[src/rtl/mhtq_pkg.sv]
// ----------------------------------------------------------------------------
// mhtq_pkg
// Shared widths, request and result codes, and the controller/datapath link.
// ----------------------------------------------------------------------------
package mhtq_pkg;

  localparam int ID_W      = 6;
  localparam int REQ_W     = 3;
  localparam int KIND_W    = 3;
  localparam int TIMEOUT_W = 32;
  localparam int NOW_W     = 48;
  localparam int WAIT_W    = 32;
  localparam int MAX_FIRES = 32;

  localparam int DEF_CAPACITY  = 32;
  localparam int DEF_ID_COUNT  = 64;
  localparam int DEF_TIME_BITS = 48;

  localparam logic [REQ_W-1:0] REQ_ADD    = 3'd0;
  localparam logic [REQ_W-1:0] REQ_ADJUST = 3'd1;
  localparam logic [REQ_W-1:0] REQ_CANCEL = 3'd2;
  localparam logic [REQ_W-1:0] REQ_TICK   = 3'd3;
  localparam logic [REQ_W-1:0] REQ_CLEAR  = 3'd4;

  typedef enum logic [KIND_W-1:0] {
    RK_FIRED   = 3'd0,
    RK_WAIT    = 3'd1,
    RK_DONE    = 3'd2,
    RK_NOTPRES = 3'd3,
    RK_FULL    = 3'd4
  } res_kind_e;

  typedef enum logic [3:0] {
    OP_NONE,
    OP_LOAD,
    OP_LOOKUP,
    OP_ARM_OLD,
    OP_ARM_NEW,
    OP_REMOVE,
    OP_TAKE_LAST,
    OP_CLEAR,
    OP_RD_L,
    OP_RD_R,
    OP_RD_P,
    OP_RD_ROOT,
    OP_DOWN,
    OP_UP,
    OP_WRITE_E
  } dp_op_e;

  typedef struct packed {
    dp_op_e    op;
    logic      emit;
    res_kind_e kind;
    logic      last;
    logic      sel_root;
  } cmd_t;

  typedef struct packed {
    logic [REQ_W-1:0] req;
    logic             id_ok;
    logic             present;
    logic             full;
    logic             c_lt_n;
    logic             moved;
    logic             stop_down;
    logic             i_zero;
    logic             stop_up;
    logic             i_lt_n;
    logic             due;
    logic             out_free;
  } status_t;

endpackage

[src/rtl/mhtq_if.sv]
// ----------------------------------------------------------------------------
// mhtq_req_if / mhtq_res_if
// Valid/ready channels for requests and results.
// ----------------------------------------------------------------------------
interface mhtq_req_if;
  logic                            valid;
  logic                            ready;
  logic [mhtq_pkg::REQ_W-1:0]      req_type;
  logic [mhtq_pkg::ID_W-1:0]       timer_id;
  logic [mhtq_pkg::TIMEOUT_W-1:0]  timeout_ms;
  logic [mhtq_pkg::NOW_W-1:0]      now_ms;

  modport source (output valid, req_type, timer_id, timeout_ms, now_ms, input ready);
  modport sink (input valid, req_type, timer_id, timeout_ms, now_ms, output ready);
endinterface

interface mhtq_res_if;
  logic                          valid;
  logic                          ready;
  logic [mhtq_pkg::KIND_W-1:0]   result_kind;
  logic [mhtq_pkg::ID_W-1:0]     fired_id;
  logic [mhtq_pkg::WAIT_W-1:0]   next_wait_ms;
  logic                          last;

  modport source (output valid, result_kind, fired_id, next_wait_ms, last, input ready);
  modport sink (input valid, result_kind, fired_id, next_wait_ms, last, output ready);
endinterface

[src/rtl/min_heap_timer_queue.sv]
// ----------------------------------------------------------------------------
// min_heap_timer_queue
// Timer queue kept as a binary min-heap on expiry, with an id-to-slot table.
// ----------------------------------------------------------------------------
// One request at a time. Each request is loaded, looked up and decided; an
// add or adjust that arms an entry, and a cancel that removes one, then sift
// it through the heap levels (two child reads and a compare per level on the
// way down, a parent read, a wait and a compare per level on the way up). A
// tick reads and checks the root, and removes each expired timer with its
// sift, up to MAX_FIRES per tick.
// The heap memory has one read and one write port; that port and the sift
// loop set the pace. Results leave through a registered beat, and the
// sequencer stalls while a beat waits to be taken.
module min_heap_timer_queue #(
  parameter int CAPACITY  = mhtq_pkg::DEF_CAPACITY,
  parameter int ID_COUNT  = mhtq_pkg::DEF_ID_COUNT,
  parameter int TIME_BITS = mhtq_pkg::DEF_TIME_BITS
) (
  input  logic         clk_i,
  input  logic         rst_ni,
  mhtq_req_if.sink     req_i,
  mhtq_res_if.source   res_o
);

  mhtq_pkg::cmd_t    cmd;
  mhtq_pkg::status_t status;

  mhtq_ctrl u_ctrl (
    .clk_i       (clk_i),
    .rst_ni      (rst_ni),
    .req_valid_i (req_i.valid),
    .req_ready_o (req_i.ready),
    .status_i    (status),
    .cmd_o       (cmd)
  );

  mhtq_datapath #(
    .CAPACITY  (CAPACITY),
    .ID_COUNT  (ID_COUNT),
    .TIME_BITS (TIME_BITS)
  ) u_dp (
    .clk_i          (clk_i),
    .rst_ni         (rst_ni),
    .cmd_i          (cmd),
    .status_o       (status),
    .req_type_i     (req_i.req_type),
    .timer_id_i     (req_i.timer_id),
    .timeout_ms_i   (req_i.timeout_ms),
    .now_ms_i       (req_i.now_ms),
    .res_ready_i    (res_o.ready),
    .res_valid_o    (res_o.valid),
    .result_kind_o  (res_o.result_kind),
    .fired_id_o     (res_o.fired_id),
    .next_wait_ms_o (res_o.next_wait_ms),
    .last_o         (res_o.last)
  );

endmodule

[src/rtl/mhtq_datapath.sv]
// ----------------------------------------------------------------------------
// mhtq_datapath
// Heap and id-to-slot memories, request registers, sift registers, result beat.
// ----------------------------------------------------------------------------
module mhtq_datapath #(
  parameter int CAPACITY  = mhtq_pkg::DEF_CAPACITY,
  parameter int ID_COUNT  = mhtq_pkg::DEF_ID_COUNT,
  parameter int TIME_BITS = mhtq_pkg::DEF_TIME_BITS
) (
  input  logic                            clk_i,
  input  logic                            rst_ni,
  input  mhtq_pkg::cmd_t                  cmd_i,
  output mhtq_pkg::status_t               status_o,
  input  logic [mhtq_pkg::REQ_W-1:0]      req_type_i,
  input  logic [mhtq_pkg::ID_W-1:0]       timer_id_i,
  input  logic [mhtq_pkg::TIMEOUT_W-1:0]  timeout_ms_i,
  input  logic [mhtq_pkg::NOW_W-1:0]      now_ms_i,
  input  logic                            res_ready_i,
  output logic                            res_valid_o,
  output logic [mhtq_pkg::KIND_W-1:0]     result_kind_o,
  output logic [mhtq_pkg::ID_W-1:0]       fired_id_o,
  output logic [mhtq_pkg::WAIT_W-1:0]     next_wait_ms_o,
  output logic                            last_o
);

  localparam int AW = (CAPACITY > 1) ? $clog2(CAPACITY) : 1;
  localparam int CW = $clog2(CAPACITY + 1);
  localparam int XW = CW + 1;
  localparam int IW = $clog2(ID_COUNT);
  localparam int IDW = mhtq_pkg::ID_W;
  localparam int EW = TIME_BITS + IDW;

  logic [EW-1:0]          heap_mem [CAPACITY];
  logic [AW-1:0]          slot_mem [ID_COUNT];

  logic [mhtq_pkg::REQ_W-1:0]     req_q;
  logic [IDW-1:0]                 id_q;
  logic [mhtq_pkg::TIMEOUT_W-1:0] tmo_q;
  logic [TIME_BITS-1:0]           now_q;
  logic [AW-1:0]                  slot_q;
  logic [CW-1:0]                  count_q;
  logic [ID_COUNT-1:0]            valid_q;
  logic [AW-1:0]                  i_q, start_q;
  logic [EW-1:0]                  e_q, l_q, rd_q;
  logic                           rv_q;
  logic [IDW-1:0]                 k_q;
  logic                           out_valid_q;
  logic [mhtq_pkg::KIND_W-1:0]    kind_q;
  logic [IDW-1:0]                 fid_q;
  logic [mhtq_pkg::WAIT_W-1:0]    wait_q;
  logic                           last_q;

  logic [TIME_BITS:0]   sum;
  logic [TIME_BITS-1:0] exp_new;
  logic [XW-1:0]        c_x, cr_x, cnt_x;
  logic                 pick_r;
  logic [EW-1:0]        ch;
  logic [AW-1:0]        cidx, p_idx;
  logic [IW-1:0]        idx, rm_idx;
  logic [TIME_BITS-1:0] diff;
  logic [mhtq_pkg::WAIT_W-1:0] wait_v;
  logic [IDW-1:0]       fid_v;
  logic                 out_free;

  logic                 heap_re, heap_we, slot_we;
  logic [AW-1:0]        heap_ra, heap_wa, slot_wd;
  logic [EW-1:0]        heap_wd;
  logic [IW-1:0]        slot_wa;

  assign sum     = {1'b0, now_q} + (TIME_BITS + 1)'(tmo_q);
  assign exp_new = sum[TIME_BITS] ? '1 : sum[TIME_BITS-1:0];
  assign c_x     = XW'({i_q, 1'b1});
  assign cr_x    = c_x + XW'(1);
  assign cnt_x   = XW'(count_q);
  assign pick_r  = rv_q && (rd_q[EW-1:IDW] < l_q[EW-1:IDW]);
  assign ch      = pick_r ? rd_q : l_q;
  assign cidx    = pick_r ? AW'(cr_x) : AW'(c_x);
  assign p_idx   = AW'((i_q - AW'(1)) >> 1);
  assign idx     = IW'(id_q);
  assign rm_idx  = cmd_i.sel_root ? IW'(rd_q[IDW-1:0]) : idx;
  assign diff    = rd_q[EW-1:IDW] - now_q;
  assign out_free = !out_valid_q || res_ready_i;

  always_comb begin
    wait_v = '0;
    if (count_q != '0 && rd_q[EW-1:IDW] > now_q) begin
      if ({1'b0, diff} > (TIME_BITS + 1)'(33'h0_FFFF_FFFF)) begin
        wait_v = '1;
      end else begin
        wait_v = diff[mhtq_pkg::WAIT_W-1:0];
      end
    end
    fid_v = cmd_i.sel_root ? rd_q[IDW-1:0] : id_q;
  end

  always_comb begin
    status_o.req       = req_q;
    status_o.id_ok     = 32'(id_q) < ID_COUNT;
    status_o.present   = status_o.id_ok && valid_q[idx] && (XW'(slot_q) < cnt_x);
    status_o.full      = cnt_x >= XW'(CAPACITY);
    status_o.c_lt_n    = c_x < cnt_x;
    status_o.moved     = i_q != start_q;
    status_o.stop_down = e_q[EW-1:IDW] < ch[EW-1:IDW];
    status_o.i_zero    = i_q == '0;
    status_o.stop_up   = rd_q[EW-1:IDW] < e_q[EW-1:IDW];
    status_o.i_lt_n    = XW'(i_q) < cnt_x;
    status_o.due       = (count_q != '0) && (32'(k_q) != mhtq_pkg::MAX_FIRES) &&
                         (rd_q[EW-1:IDW] <= now_q);
    status_o.out_free  = out_free;
  end

  always_comb begin
    heap_re = 1'b0;
    heap_ra = '0;
    heap_we = 1'b0;
    heap_wa = i_q;
    heap_wd = e_q;
    slot_we = 1'b0;
    slot_wa = IW'(e_q[IDW-1:0]);
    slot_wd = i_q;
    unique case (cmd_i.op)
      mhtq_pkg::OP_REMOVE: begin
        heap_re = 1'b1;
        heap_ra = AW'(count_q - CW'(1));
      end
      mhtq_pkg::OP_RD_L: begin
        heap_re = 1'b1;
        heap_ra = AW'(c_x);
      end
      mhtq_pkg::OP_RD_R: begin
        heap_re = 1'b1;
        heap_ra = AW'(cr_x);
      end
      mhtq_pkg::OP_RD_P: begin
        heap_re = 1'b1;
        heap_ra = p_idx;
      end
      mhtq_pkg::OP_RD_ROOT: begin
        heap_re = 1'b1;
      end
      mhtq_pkg::OP_DOWN: begin
        heap_we = 1'b1;
        heap_wd = ch;
        slot_we = 1'b1;
        slot_wa = IW'(ch[IDW-1:0]);
      end
      mhtq_pkg::OP_UP: begin
        heap_we = 1'b1;
        heap_wd = rd_q;
        slot_we = 1'b1;
        slot_wa = IW'(rd_q[IDW-1:0]);
      end
      mhtq_pkg::OP_WRITE_E: begin
        heap_we = 1'b1;
        slot_we = 1'b1;
      end
      default: begin
      end
    endcase
  end

  always_ff @(posedge clk_i) begin
    if (heap_we) begin
      heap_mem[heap_wa] <= heap_wd;
    end
    if (heap_re) begin
      rd_q <= heap_mem[heap_ra];
    end
    if (slot_we) begin
      slot_mem[slot_wa] <= slot_wd;
    end
    if (cmd_i.op == mhtq_pkg::OP_LOOKUP) begin
      slot_q <= slot_mem[idx];
    end
  end

  always_ff @(posedge clk_i or negedge rst_ni) begin
    if (!rst_ni) begin
      count_q     <= '0;
      valid_q     <= '0;
      k_q         <= '0;
      out_valid_q <= 1'b0;
    end else begin
      unique case (cmd_i.op)
        mhtq_pkg::OP_LOAD: begin
          k_q <= '0;
        end
        mhtq_pkg::OP_ARM_NEW: begin
          count_q      <= count_q + CW'(1);
          valid_q[idx] <= 1'b1;
        end
        mhtq_pkg::OP_REMOVE: begin
          count_q         <= count_q - CW'(1);
          valid_q[rm_idx] <= 1'b0;
          if (cmd_i.sel_root) begin
            k_q <= k_q + IDW'(1);
          end
        end
        mhtq_pkg::OP_CLEAR: begin
          count_q <= '0;
          valid_q <= '0;
        end
        default: begin
        end
      endcase
      if (cmd_i.emit) begin
        out_valid_q <= 1'b1;
      end else if (res_ready_i) begin
        out_valid_q <= 1'b0;
      end
    end
  end

  always_ff @(posedge clk_i) begin
    unique case (cmd_i.op)
      mhtq_pkg::OP_LOAD: begin
        req_q <= req_type_i;
        id_q  <= timer_id_i;
        tmo_q <= timeout_ms_i;
        now_q <= TIME_BITS'(now_ms_i);
      end
      mhtq_pkg::OP_ARM_OLD: begin
        e_q     <= {exp_new, id_q};
        i_q     <= slot_q;
        start_q <= slot_q;
      end
      mhtq_pkg::OP_ARM_NEW: begin
        e_q     <= {exp_new, id_q};
        i_q     <= AW'(count_q);
        start_q <= AW'(count_q);
      end
      mhtq_pkg::OP_REMOVE: begin
        i_q     <= cmd_i.sel_root ? '0 : slot_q;
        start_q <= cmd_i.sel_root ? '0 : slot_q;
      end
      mhtq_pkg::OP_TAKE_LAST: begin
        e_q <= rd_q;
      end
      mhtq_pkg::OP_RD_R: begin
        l_q  <= rd_q;
        rv_q <= cr_x < cnt_x;
      end
      mhtq_pkg::OP_DOWN: begin
        i_q <= cidx;
      end
      mhtq_pkg::OP_UP: begin
        i_q <= p_idx;
      end
      default: begin
      end
    endcase
    if (cmd_i.emit) begin
      kind_q <= cmd_i.kind;
      fid_q  <= (cmd_i.kind == mhtq_pkg::RK_FIRED) ? fid_v : '0;
      wait_q <= (cmd_i.kind == mhtq_pkg::RK_WAIT) ? wait_v : '0;
      last_q <= cmd_i.last;
    end
  end

  assign res_valid_o    = out_valid_q;
  assign result_kind_o  = kind_q;
  assign fired_id_o     = fid_q;
  assign next_wait_ms_o = wait_q;
  assign last_o         = last_q;

endmodule

[src/rtl/mhtq_ctrl.sv]
// ----------------------------------------------------------------------------
// mhtq_ctrl
// Request sequencer: lookup, decide, sift down then up, tick fire loop.
// ----------------------------------------------------------------------------
module mhtq_ctrl (
  input  logic              clk_i,
  input  logic              rst_ni,
  input  logic              req_valid_i,
  output logic              req_ready_o,
  input  mhtq_pkg::status_t status_i,
  output mhtq_pkg::cmd_t    cmd_o
);

  typedef enum logic [12:0] {
    S_IDLE = 13'h0001,
    S_LOOK = 13'h0002,
    S_DEC  = 13'h0004,
    S_RML  = 13'h0008,
    S_SDL  = 13'h0010,
    S_SDR  = 13'h0020,
    S_SDC  = 13'h0040,
    S_SUP  = 13'h0080,
    S_SUC  = 13'h0100,
    S_WRE  = 13'h0200,
    S_TRD  = 13'h0400,
    S_TCK  = 13'h0800,
    S_SPR  = 13'h1000
  } state_e;

  state_e state_q, state_d;

  assign req_ready_o = state_q == S_IDLE;

  always_comb begin
    state_d        = state_q;
    cmd_o.op       = mhtq_pkg::OP_NONE;
    cmd_o.emit     = 1'b0;
    cmd_o.kind     = mhtq_pkg::RK_DONE;
    cmd_o.last     = 1'b1;
    cmd_o.sel_root = 1'b0;
    unique case (state_q)
      S_IDLE: begin
        if (req_valid_i) begin
          cmd_o.op = mhtq_pkg::OP_LOAD;
          state_d  = S_LOOK;
        end
      end
      S_LOOK: begin
        cmd_o.op = mhtq_pkg::OP_LOOKUP;
        state_d  = S_DEC;
      end
      S_DEC: begin
        if (status_i.out_free) begin
          state_d = S_IDLE;
          priority if (status_i.req == mhtq_pkg::REQ_ADD) begin
            priority if (!status_i.id_ok) begin
              cmd_o.emit = 1'b1;
              cmd_o.kind = mhtq_pkg::RK_NOTPRES;
            end else if (status_i.present) begin
              cmd_o.op = mhtq_pkg::OP_ARM_OLD;
              state_d  = S_SDL;
            end else if (status_i.full) begin
              cmd_o.emit = 1'b1;
              cmd_o.kind = mhtq_pkg::RK_FULL;
            end else begin
              cmd_o.op = mhtq_pkg::OP_ARM_NEW;
              state_d  = S_SDL;
            end
          end else if (status_i.req == mhtq_pkg::REQ_ADJUST) begin
            if (status_i.present) begin
              cmd_o.op = mhtq_pkg::OP_ARM_OLD;
              state_d  = S_SDL;
            end else begin
              cmd_o.emit = 1'b1;
              cmd_o.kind = mhtq_pkg::RK_NOTPRES;
            end
          end else if (status_i.req == mhtq_pkg::REQ_CANCEL) begin
            cmd_o.emit = 1'b1;
            if (status_i.present) begin
              cmd_o.kind = mhtq_pkg::RK_FIRED;
              cmd_o.op   = mhtq_pkg::OP_REMOVE;
              state_d    = S_RML;
            end else begin
              cmd_o.kind = mhtq_pkg::RK_NOTPRES;
            end
          end else if (status_i.req == mhtq_pkg::REQ_TICK) begin
            state_d = S_TRD;
          end else if (status_i.req == mhtq_pkg::REQ_CLEAR) begin
            cmd_o.op   = mhtq_pkg::OP_CLEAR;
            cmd_o.emit = 1'b1;
          end else begin
            cmd_o.emit = 1'b1;
          end
        end
      end
      S_RML: begin
        if (status_i.i_lt_n) begin
          cmd_o.op = mhtq_pkg::OP_TAKE_LAST;
          state_d  = S_SDL;
        end else begin
          state_d = (status_i.req == mhtq_pkg::REQ_CANCEL) ? S_IDLE : S_TRD;
        end
      end
      S_SDL: begin
        if (status_i.c_lt_n) begin
          cmd_o.op = mhtq_pkg::OP_RD_L;
          state_d  = S_SDR;
        end else begin
          state_d = status_i.moved ? S_WRE : S_SUP;
        end
      end
      S_SDR: begin
        cmd_o.op = mhtq_pkg::OP_RD_R;
        state_d  = S_SDC;
      end
      S_SDC: begin
        if (status_i.stop_down) begin
          state_d = status_i.moved ? S_WRE : S_SUP;
        end else begin
          cmd_o.op = mhtq_pkg::OP_DOWN;
          state_d  = S_SDL;
        end
      end
      S_SUP: begin
        if (status_i.i_zero) begin
          state_d = S_WRE;
        end else begin
          cmd_o.op = mhtq_pkg::OP_RD_P;
          state_d  = S_SPR;
        end
      end
      S_SPR: begin
        state_d = S_SUC;
      end
      S_SUC: begin
        if (status_i.stop_up) begin
          state_d = S_WRE;
        end else begin
          cmd_o.op = mhtq_pkg::OP_UP;
          state_d  = S_SUP;
        end
      end
      S_WRE: begin
        priority if (status_i.req == mhtq_pkg::REQ_TICK) begin
          cmd_o.op = mhtq_pkg::OP_WRITE_E;
          state_d  = S_TRD;
        end else if (status_i.req == mhtq_pkg::REQ_CANCEL) begin
          cmd_o.op = mhtq_pkg::OP_WRITE_E;
          state_d  = S_IDLE;
        end else if (status_i.out_free) begin
          cmd_o.op   = mhtq_pkg::OP_WRITE_E;
          cmd_o.emit = 1'b1;
          state_d    = S_IDLE;
        end
      end
      S_TRD: begin
        cmd_o.op = mhtq_pkg::OP_RD_ROOT;
        state_d  = S_TCK;
      end
      S_TCK: begin
        if (status_i.out_free) begin
          cmd_o.emit     = 1'b1;
          cmd_o.sel_root = 1'b1;
          if (status_i.due) begin
            cmd_o.kind = mhtq_pkg::RK_FIRED;
            cmd_o.last = 1'b0;
            cmd_o.op   = mhtq_pkg::OP_REMOVE;
            state_d    = S_RML;
          end else begin
            cmd_o.kind = mhtq_pkg::RK_WAIT;
            state_d    = S_IDLE;
          end
        end
      end
      default: begin
        state_d = S_IDLE;
      end
    endcase
  end

  always_ff @(posedge clk_i or negedge rst_ni) begin
    if (!rst_ni) begin
      state_q <= S_IDLE;
    end else begin
      state_q <= state_d;
    end
  end

endmodule

[src/flat_wrapper.sv]
// flat-port wrapper written by rule: the top's interface ports become plain ports
module min_heap_timer_queue_flat 
#(
  parameter int CAPACITY  = mhtq_pkg::DEF_CAPACITY,
  parameter int ID_COUNT  = mhtq_pkg::DEF_ID_COUNT,
  parameter int TIME_BITS = mhtq_pkg::DEF_TIME_BITS
)
  (clk_i, rst_ni, req_i_valid, req_i_req_type, req_i_timer_id, req_i_timeout_ms, req_i_now_ms, req_i_ready, res_o_valid, res_o_result_kind, res_o_fired_id, res_o_next_wait_ms, res_o_last, res_o_ready);
  mhtq_req_if req_i_i ();
  mhtq_res_if res_o_i ();
  input  logic clk_i;
  input  logic rst_ni;
  input wire logic [$bits(req_i_i.valid)-1:0] req_i_valid;
  input wire logic [$bits(req_i_i.req_type)-1:0] req_i_req_type;
  input wire logic [$bits(req_i_i.timer_id)-1:0] req_i_timer_id;
  input wire logic [$bits(req_i_i.timeout_ms)-1:0] req_i_timeout_ms;
  input wire logic [$bits(req_i_i.now_ms)-1:0] req_i_now_ms;
  output wire logic [$bits(req_i_i.ready)-1:0] req_i_ready;
  output wire logic [$bits(res_o_i.valid)-1:0] res_o_valid;
  output wire logic [$bits(res_o_i.result_kind)-1:0] res_o_result_kind;
  output wire logic [$bits(res_o_i.fired_id)-1:0] res_o_fired_id;
  output wire logic [$bits(res_o_i.next_wait_ms)-1:0] res_o_next_wait_ms;
  output wire logic [$bits(res_o_i.last)-1:0] res_o_last;
  input wire logic [$bits(res_o_i.ready)-1:0] res_o_ready;
  assign req_i_i.valid = req_i_valid;
  assign req_i_i.req_type = req_i_req_type;
  assign req_i_i.timer_id = req_i_timer_id;
  assign req_i_i.timeout_ms = req_i_timeout_ms;
  assign req_i_i.now_ms = req_i_now_ms;
  assign req_i_ready = req_i_i.ready;
  assign res_o_valid = res_o_i.valid;
  assign res_o_result_kind = res_o_i.result_kind;
  assign res_o_fired_id = res_o_i.fired_id;
  assign res_o_next_wait_ms = res_o_i.next_wait_ms;
  assign res_o_last = res_o_i.last;
  assign res_o_i.ready = res_o_ready;
  min_heap_timer_queue #(.CAPACITY(CAPACITY), .ID_COUNT(ID_COUNT), .TIME_BITS(TIME_BITS)) u_core (.clk_i(clk_i), .rst_ni(rst_ni), .req_i(req_i_i), .res_o(res_o_i));
endmodule
[config.mk]
export PLATFORM = sky130hd
export DESIGN_NAME = min_heap_timer_queue_flat
export DESIGN_NICKNAME = d
export VERILOG_FILES = /design/src/rtl/mhtq_pkg.sv /design/src/rtl/mhtq_if.sv /design/src/rtl/min_heap_timer_queue.sv /design/src/rtl/mhtq_datapath.sv /design/src/rtl/mhtq_ctrl.sv /design/src/flat_wrapper.sv
export SDC_FILE = /design/constraint.sdc
export NUM_CORES = 2
export LEC_CHECK = 0
export ABC_AREA = 1
export BUFFER_PORTS_ARGS = -buffer_cell sky130_fd_sc_hd__buf_2
export CAP_MARGIN = 20
export CORE_AREA = 2 2 541 543
export DETAILED_ROUTE_END_ITERATION = 12
export DIE_AREA = 0 0 543 545
export HOLD_SLACK_MARGIN = 0.15
export PLACE_DENSITY_LB_ADDON = 0.08
export REMOVE_ABC_BUFFERS = 1
export SLEW_MARGIN = 25
export SYNTH_ARGS = -nofsm -noshare
export SYNTH_HDL_FRONTEND = slang
export SYNTH_SLANG_ARGS = --single-unit
[constraint.sdc]
create_clock -name clk_i -period 10.3 [get_ports clk_i]
set_input_delay 0.515 -clock clk_i [delete_from_list [all_inputs] [get_ports clk_i]]
set_output_delay 0.515 -clock clk_i [all_outputs]
set_load 0.01 [all_outputs]
==> results.cfg <==
[status]
status = complete, no violations

[timing]
setup_viol = 0
skew_ps = 91.7
slew-limit-headroom_pct = 25.8
hold_viol = 0
fmax_mhz = 120
maxSlewViolCount = 0
rsz0062_at_grt = no
worst_slew_pin_slew_ps = 1110
setup_tns_ps = 0
finalCritPeriodShare_pct = 80.8
finalCriticalPeriod_ps = 8320

[pwr]
power_density_mw_per_mm2 = 198
peakVddDrop_mv = 0.128
leakage_nw = 50.9

[clock_network]
numCtsBuffers = 287
cts.clk_slew.worst_paths_ps = 60
cts_resized = 0
clkSinkCount = 2447
cts_hold_buffers = 93
cts_setup_buffers = 0
clk_latency_ps = 930
cts_root_buffer = clkbuf_16
htreeDepth = 5
clock_path_buffers = 4
cts_tree = done

[die]
die_area_mm2 = 0.296
start_util_pct = 39.8
dieHeight_um = 545
die_x_um = 543
ios = 137
rows = 198
coreArea_mm2 = 0.290

[worst_setup_path]
required_ps = 10850
r2r-start = u_core.u_dp.rd_q[53]
cp_slowest_cell = nor2_4
slowest_delay_ps = 940
critical_path.top_delay_family = simple AND/OR/NAND/NOR gates
cp-end-kind = flop
crit_top_cell = nand2_1
start_kind = flop
crit_buf_inv = 4
cp-startpoint = u_core.u_dp.rd_q[53]
arrival_ps = 8880
cp_max_fo = 65
crit_type = reg -> reg

[detailed_routing]
wirelength_um = 406000
drt-pass1-iter-count = 6
avgRoutedWirePerCell_um = 26.7
drt_iter0_markers = 8901
drt-vias-per-instance = 5.49
vias = 83500
antenna_left = 0
drc = 0

[global_routing]
grt_pass1_wl_um = 585000
grt_pass1_vias = 80200
overflow = 0
track_usage_pct = 26.9
grt_start_max_net_pins = 163
antenna_found_initial = 37

[synthesis]
syn_avg_cell_area_um2 = 10.6
yosysWarnings = 0
synth-edff-count = 2357
ys.flop_type = edfxtp_1
async_flop_share_pct = 3.68
synthCells = 10900
ys_seq_elements = 2447
syn-cell-area_mm2 = 0.115
synthDistinctLibCells = 68
seq_area_frac_synth_pct = 63.3

[cells_and_area]
design_area_mm2 = 0.132
syn_to_final_growth_pct = 14.1
layout.nets = 11400
drive_gt1_share_pct = 7.75

[place]
globalplace.congestion = 0.940
hpwl_um = 248000
place_area_mm2 = 0.122
port_buffers = 136

[run]
cap_violations = 0

[worst_hold_path]
min-delay-path-class = in -> async
-- sequential cells by signal, summed over array words and instances, names as in the netlist, 6 cells and up --
name,count
u_core.u_dp.valid_q,64
u_core.u_dp.id_q,6
u_core.u_dp.k_q,6
u_core.u_dp.rd_q,54
u_core.u_dp.next_wait_ms_o,32
u_core.u_dp.tmo_q,32
u_core.u_dp.slot_mem,320
u_core.u_dp.l_q,54
u_core.u_dp.heap_mem,1728
u_core.u_dp.e_q,54
u_core.u_dp.count_q,6
u_core.u_dp.now_q,48
u_core.u_dp.fired_id_o,6
u_core.u_ctrl.state_q,13
-- layer usage --
layer  track usage, %  vias to the layer above  wire length (um)
li1                 -                    38300                 -
met1             38.8                    41700            183000
met2             42.6                     2918            185000
met3             3.55                      555             26200
met4             7.57                       10             11700
met5                0                        -                68
-- worst min-delay path, cell delays in order --
cell and delay, ps:
dlygate4sd3_1 530, buf_4 180, buf_12 210
-- layout by cell type (no fill, tap or decap), types with 15 or more instances in the layout --
| cell type | n |
|---|---|
| a21oi_1 | 367 |
| a221oi_1 | 71 |
| a22o_1 | 35 |
| a22oi_1 | 51 |
| a31oi_1 | 60 |
| buf_12 | 40 |
| buf_16 | 15 |
| buf_2 | 135 |
| buf_4 | 165 |
| clkbuf_1 | 76 |
| clkbuf_16 | 296 |
| clkinv_1 | 63 |
| clkinv_2 | 35 |
| dfrtp_1 | 89 |
| diode_2 | 15 |
| dlygate4sd3_1 | 92 |
| edfxtp_1 | 2357 |
| ha_1 | 248 |
| inv_1 | 1613 |
| nand2_1 | 1751 |
| nand3_1 | 1991 |
| nand3b_1 | 601 |
| nand4_1 | 70 |
| nor2_1 | 370 |
| nor2_4 | 32 |
| nor3_1 | 56 |
| o21ai_0 | 241 |
| o21ai_1 | 19 |
| o221ai_2 | 24 |
| o221ai_4 | 25 |
| xnor2_1 | 28 |
| xor2_1 | 62 |
-- cells by family (layout without fill, tap and decap cells) --
kind of cell	after synthesis	count (layout)	synth area share, %
DFF	2447	2447	63.3
muxes	2	2	0.0173
buffers and inverters	2220	2590	7.60
xor gates and xnor gates	90	90	0.683
AOI/OAI and AO/OA	987	987	5.21
and+or+nand+nor	4931	4931	20.5
adders and majority gates	250	250	2.72
other	0	15	0
-- layout make-up --
| type | count | area (um^2) |
|---|---|---|
| clock inverters | 137 | 1150 |
| inverters | 1632 | 6170 |
| flip-flops and latches | 2447 | 73000 |
| fillers | 27000 | 158000 |
| well taps | 3900 | 4880 |
| diodes | 15 | 37.5 |
| multi-input cells | 6260 | 34600 |
| clock buffers | 372 | 7680 |
| repair buffers | 449 | 4090 |
-- power by group --
group	total, mW	internal (mW)	switching [mW]
registers	11.8	11.6	0.286
clock network	9.80	5.62	4.18
logic	4.40	1.20	3.20
-- synth_stat cells (28+ instances only) --
master / n / area share (%)
a22o_1: 35 / 0.27
inv_1: 1616 / 5.3
nand3_1: 1993 / 8.6
o21ai_0: 243 / 1.1
nand3b_1: 601 / 3.9
nand4_1: 70 / 0.38
a221oi_1: 71 / 0.54
clkbuf_1: 285 / 0.93
a22oi_1: 51 / 0.33
nand2_1: 1755 / 5.7
a21oi_1: 367 / 1.6
buf_2: 254 / 1.1
xnor2_1: 28 / 0.21
o221ai_1: 53 / 0.40
dfrtp_1: 89 / 1.9
a31oi_1: 60 / 0.33
xor2_1: 62 / 0.47
ha_1: 248 / 2.7
nor3_1: 66 / 0.29
edfxtp_1: 2357 / 61
nor2_1: 404 / 1.3
-- final timing paths --
check	endpoint	slack, ps	depth (start not counted)
max in group asynchronous	u_core.u_dp.valid_q[27]	9150	3
max reg2reg	u_core.u_dp.heap_mem[8][22]	1980	25
min in group clk_i	u_core.u_dp.now_q[45]	350	2
min	u_core.u_dp.k_q[3]	220	3
max	u_core.u_dp.heap_mem[8][22]	1980	25
min reg2reg	u_core.u_dp.l_q[6]	490	0
-- per-stage QoR --
stage / total power, mW / utilization, % / setup slack [ps] / std cells / hold WS [ps]
after CTS: 26.2 / 45.3 / 2060 / 15200 / 169
final: 26.1 / 45.4 / 1980 / 15200 / 216
after detailed placement: 16.4 / 41.9 / 2040 / 14600 / 474
after floorplan: 14.4 / - / -38690 / 10300 / 219
after global routing: 27.0 / 45.4 / 1610 / 15200 / 220
after global placement: 16.3 / 41.8 / 2100 / 14600 / 453
Power figures use the tool's default switching activity.
